[src/mcfe_lane.sv]
// ----------------------------------------------------------------------------
// Motor command frame encoder scaling lane
// Clamps one Q16.16 value to [lo, hi] and maps it to a code in
// floor((x - lo) * (2^BITS - 1) / (hi - lo)) with a one-bit-per-stage divider.
// ----------------------------------------------------------------------------
`timescale 1ns / 1ps
`default_nettype none

module mcfe_lane #(
	parameter int W    = 16,
	parameter int BITS = 16
) (
	input  wire logic                clk,
	input  wire logic                arst_n,
	input  wire logic [W+2:0]        en,
	input  wire logic signed [31:0]  x,
	input  wire logic signed [32:0]  lo,
	input  wire logic signed [32:0]  hi,
	output logic [W-1:0]             code,
	output logic                     clamped
);
	localparam int NW = 32 + W;
	localparam int LS = W + 3;
	localparam logic [W-1:0] TOP = W'((1 << BITS) - 1);

	logic signed [33:0] span;
	logic [31:0]        span_q;
	logic               empty_q;

	logic signed [32:0] xe, xt, xc;
	logic               clp;

	logic signed [32:0] xc_s1;
	logic [31:0]        diff_s2;
	logic [NW-1:0]      prod_s3;
	logic [NW-1:0]      rem_s [W];
	logic [W-1:0]       quo_s [W];
	logic [LS-1:0]      clp_s;

	assign span = 34'(hi) - 34'(lo);

	// user changes range only when idle, unenforced; span registered off datapath
	always_ff @(posedge clk or negedge arst_n) begin
		if (!arst_n) begin
			span_q  <= '0;
			empty_q <= 1'b1;
		end else begin
			span_q  <= span[31:0];
			empty_q <= (span <= 34'sd0);
		end
	end

	always_comb begin
		xe  = 33'(x);
		xt  = (xe > hi) ? hi : xe;
		xc  = (xt < lo) ? lo : xt;
		clp = (xe > hi) || (xt < lo);
	end

	always_ff @(posedge clk) begin
		if (en[0]) begin
			xc_s1    <= xc;
			clp_s[0] <= clp;
		end
		if (en[1]) begin
			diff_s2  <= 32'(xc_s1 - lo);
			clp_s[1] <= clp_s[0];
		end
		if (en[2]) begin
			prod_s3  <= NW'(diff_s2) * NW'(TOP);
			clp_s[2] <= clp_s[1];
		end
	end

	for (genvar k = 0; k < W; k++) begin : g_div
		localparam int J = W - 1 - k;
		logic [NW-1:0] rem_in;
		logic [W-1:0]  quo_in;
		logic [NW-1:0] dsh;

		if (k == 0) begin : g_first
			assign rem_in = prod_s3;
			assign quo_in = '0;
		end else begin : g_next
			assign rem_in = rem_s[k-1];
			assign quo_in = quo_s[k-1];
		end

		assign dsh = NW'(span_q) << J;

		always_ff @(posedge clk) begin
			if (en[3+k]) begin
				if (rem_in >= dsh) begin
					rem_s[k] <= rem_in - dsh;
					quo_s[k] <= {quo_in[W-2:0], 1'b1};
				end else begin
					rem_s[k] <= rem_in;
					quo_s[k] <= {quo_in[W-2:0], 1'b0};
				end
				clp_s[3+k] <= clp_s[2+k];
			end
		end
	end

	assign code    = empty_q ? '0 : quo_s[W-1];
	assign clamped = clp_s[LS-1];

endmodule

`default_nettype wire

[config.mk]
export PLATFORM = sky130hd
export DESIGN_NAME = mcfe_lane
export DESIGN_NICKNAME = d
export VERILOG_FILES = /design/src/mcfe_lane.sv
export SDC_FILE = /design/constraint.sdc
export NUM_CORES = 2
export LEC_CHECK = 0
export BUFFER_PORTS_ARGS = -buffer_cell sky130_fd_sc_hd__buf_2
export CORE_MARGIN = 2
export CORE_UTILIZATION = 40
export DETAILED_ROUTE_END_ITERATION = 8
export HOLD_SLACK_MARGIN = 0.02
export PLACE_DENSITY_LB_ADDON = 0.12
export SETUP_SLACK_MARGIN = 0.1
export SLEW_MARGIN = 20
export SYNTH_ARGS = -nofsm -noshare
export SYNTH_HDL_FRONTEND = slang
export SYNTH_SLANG_ARGS = --single-unit
[constraint.sdc]
create_clock -name clk -period 8 [get_ports clk]
set_input_delay 0.4 -clock clk [delete_from_list [all_inputs] [get_ports clk]]
set_output_delay 0.4 -clock clk [all_outputs]
set_load 0.02 [all_outputs]
==> flow_metrics.py <==
metrics = {
    "status": {
        "outcome": "finished, final reports clean",
    },
    "logic_synthesis": {
        "synth-seq-cells": 1020,
        "synthSimpleGateAreaFrac_pct": 12.8,
        "synth_cell_types": 103,
        "synth_warnings": 0,
        "syn_area_per_cell_um2": 10.2,
        "synthesis.area_um2": 78400,
        "synth_top_family_by_area": "adder cells",
        "yosysMostFrequentCell": "edfxtp_1",
        "synth_edf_count": 986,
        "ys_top_cells_by_area": "edfxtp_1 38%, ha_1 12%, fa_1 7.1%",
        "synthCells": 7712,
        "async_reset_ff_share_pct": 3.24,
        "synth_nets": 8865,
        "synth_compound_area_share_pct": 16.7,
        "synth_flop_cell": "edfxtp_1",
        "synth_top_area_share_pct": 37.7,
        "synthMuxAreaShare_pct": 1.77,
        "synth_common_cells": "986 x edfxtp_1, 754 x ha_1, 639 x inv_1",
        "synth_xor_area_share_pct": 6.86,
        "synthAdderAreaFrac_pct": 19.2,
        "ys_seq_area_share_pct": 38.8,
        "yosysTopAreaCell": "edfxtp_1",
    },
    "clocking": {
        "cts_tree": "done",
        "cts_buffers": 120,
        "clock_latency_ns": 0.79,
        "htreeDepth": 3,
        "cts.sinks": 1020,
        "clk_path_buf_depth": 3,
        "cts_root_buffer": "clkbuf_16",
        "clk_pin_slew_ns": 0.06,
    },
    "cells_and_area": {
        "seqCellArea_um2": 30500,
        "multi_input_area_um2": 45000,
        "area_growth_pct": 10.7,
        "fill_cells": 18600,
        "drive_gt1_share_pct": 7.35,
        "finalNetCount": 9067,
    },
    "routing": {
        "first_pass_iters": 6,
        "vias_per_cell": 5.49,
        "wl_met2_um": 110000,
        "drtIter0Drc": 4117,
        "vias": 58500,
        "highest_layer": "met4",
        "detail_route.wl_per_cell_um": 21.4,
        "remaining_drc_errors": 0,
        "met3WireLength_um": 9500,
        "wl_met1_um": 102000,
        "wl_um": 228000,
        "postRouteAntennaNets": 0,
    },
    "floorplanning": {
        "die_x_um": 447,
        "rows": 162,
        "die_h_um": 447,
        "initial_utilization_pct": 40.2,
        "ios": 136,
        "design.core.area_um2": 195000,
        "fp.dieArea_um2": 200000,
    },
    "global_route": {
        "grt_pass1_vias": 57300,
        "grt_pass1_wl_um": 348000,
        "gr-usage-all-layers_pct": 22.7,
        "overflow": 0,
        "antenna_found_initial": 8,
        "grt_max_degree": 68,
    },
    "placement": {
        "portBuffers": 135,
        "gp_congestion": 0.910,
        "hpwl_um": 182000,
    },
    "timing": {
        "fmax_ghz": 0.135,
        "rsz0062_at_grt": "false",
        "min_period_ns": 7.42,
        "finalSetupViolCount": 0,
        "finalHoldViolations": 0,
        "maxSlewViolCount": 0,
        "slew_headroom_pct": 28.3,
        "period_share_pct": 92.7,
        "skew_ns": 0.0679,
        "tns_ns": 0,
        "tightestPinTransition_ns": 1.07,
    },
    "setup_path": {
        "crit_fanout": 5,
        "cp-start-kind": "register",
        "cp.required_ns": 8.53,
        "critical_path_class": "register to register",
        "cp_data_arrival_time_ns": 7.95,
        "crit_path_end_kind": "register",
    },
    "flow_run": {
        "maxCapViolations": 0,
    },
    "min_path": {
        "hold_path_class": "input port to register",
    },
}
-- logic make-up (layout without fill, tap and decap cells) --
family	Yosys count	after routing
flops	1020	1020
simple gates	2016	2016
buf+inv	810	1115
compound gates	2093	2093
fa+ha+maj	1034	1034
xor+xnor	614	614
mux	125	125
other cells	0	2
-- worst max-delay path, cell delays in order (launching register included) --
cell and delay [ns]:
edfxtp_1 0.51, inv_1 0.14, fa_1 0.62, inv_1 0.12, fa_1 0.62, inv_1 0.09
fa_1 0.53, inv_1 0.06, fa_1 0.47, fa_1 0.54, inv_1 0.05, fa_1 0.52
inv_1 0.04, ha_1 0.35, and4_1 0.26, and3_1 0.19, o2111ai_1 0.13, a21oi_1 0.36
a31oi_1 0.20, a21oi_1 0.43, a211oi_1 0.22, o211a_1 0.32, o21bai_1 0.14, a21oi_1 0.09
xnor2_1 0.14
-- what timing repair did --
action / CTS / global route
hold endpoints to repair: 66 / 0
resized for setup: 0 / 1
setup endpoints to repair: 0 / 1
buffers inserted: 0 / 0
hold buffers: 34 / 0
-- final cells by class --
| cell class | count | area share [%] |
|---|---|---|
| clock buffer | 148 | 3.70 |
| clock inverter | 77 | 0.977 |
| timing repair buffer | 247 | 1.86 |
| multi-input combinational | 5882 | 51.8 |
| inverter | 643 | 2.78 |
| antenna | 2 | 0.00576 |
| sequential | 1020 | 35.1 |
| tap | 2624 | 3.78 |
-- flip-flops by register name (all words and copies together) (netlist names) --
name / flops
rem_s: 720
quo_s: 136
g_div.rem_in: 48
diff_s2: 32
span_q: 32
xc_s1: 32
clp_s: 18
clamped: 1
empty_q: 1
-- worst paths after layout --
kind / start / endpoint / slack, ns / cells after the start
worst min-delay path: en[18] / quo_s[1][112] / 0.07 / 1
worst min register to register: quo_s[0][96] / quo_s[0][113] / 0.38 / 0
max in group asynchronous: arst_n / span_q[1] / 7.25 / 2
min in group asynchronous: arst_n / span_q[13] / 0.22 / 2
worst max-delay path: diff_s2[11] / g_div[0].rem_in[40] / 0.58 / 24
worst max register to register: diff_s2[11] / g_div[0].rem_in[40] / 0.58 / 24
-- layer usage --
layer  vias to the layer above  global-route usage, %
li1                      28600                      -
met1                     28300                   30.2
met2                      1318                   38.9
met3                       302                   2.55
met4                         0                   6.69
met5                         -                      0
-- metrics by stage --
step	worst slack, ns	hold slack (ns)	cells	utilization (%)	instance area, µm²
after CTS	0.398	0.0263	10600	44.5	86800
final	0.582	0.0660	10600	44.5	86800
after floorplan	1.47	0.104	7712	-	78400
after global placement	0.427	0.400	10400	42.3	82400
after detailed placement	0.423	0.405	10400	42.3	82400
after global routing	0.143	0.0703	10600	44.5	86800
-- cell usage in the layout, fill, tap and decap left out, drive strengths merged, types with 45 or more instances in the layout --
cell type / n
xnor2: 347
nor3: 138
and3: 62
and2: 45
a211oi: 52
mux2: 108
xor2: 267
inv: 643
clkinv: 60
o21bai: 62
nor2: 431
nor2b: 128
a21o: 361
o31ai: 49
o21ai: 597
fa: 280
o21a: 83
clkbuf: 148
nand4: 85
a31oi: 60
a21oi: 571
ha: 754
nand2: 615
nand3: 134
nand2b: 118
nor4: 56
buf: 213
edfxtp: 986
Power is not shown: default switching activity piles up to over one toggle a cycle in this logic, so the estimate is an artifact.
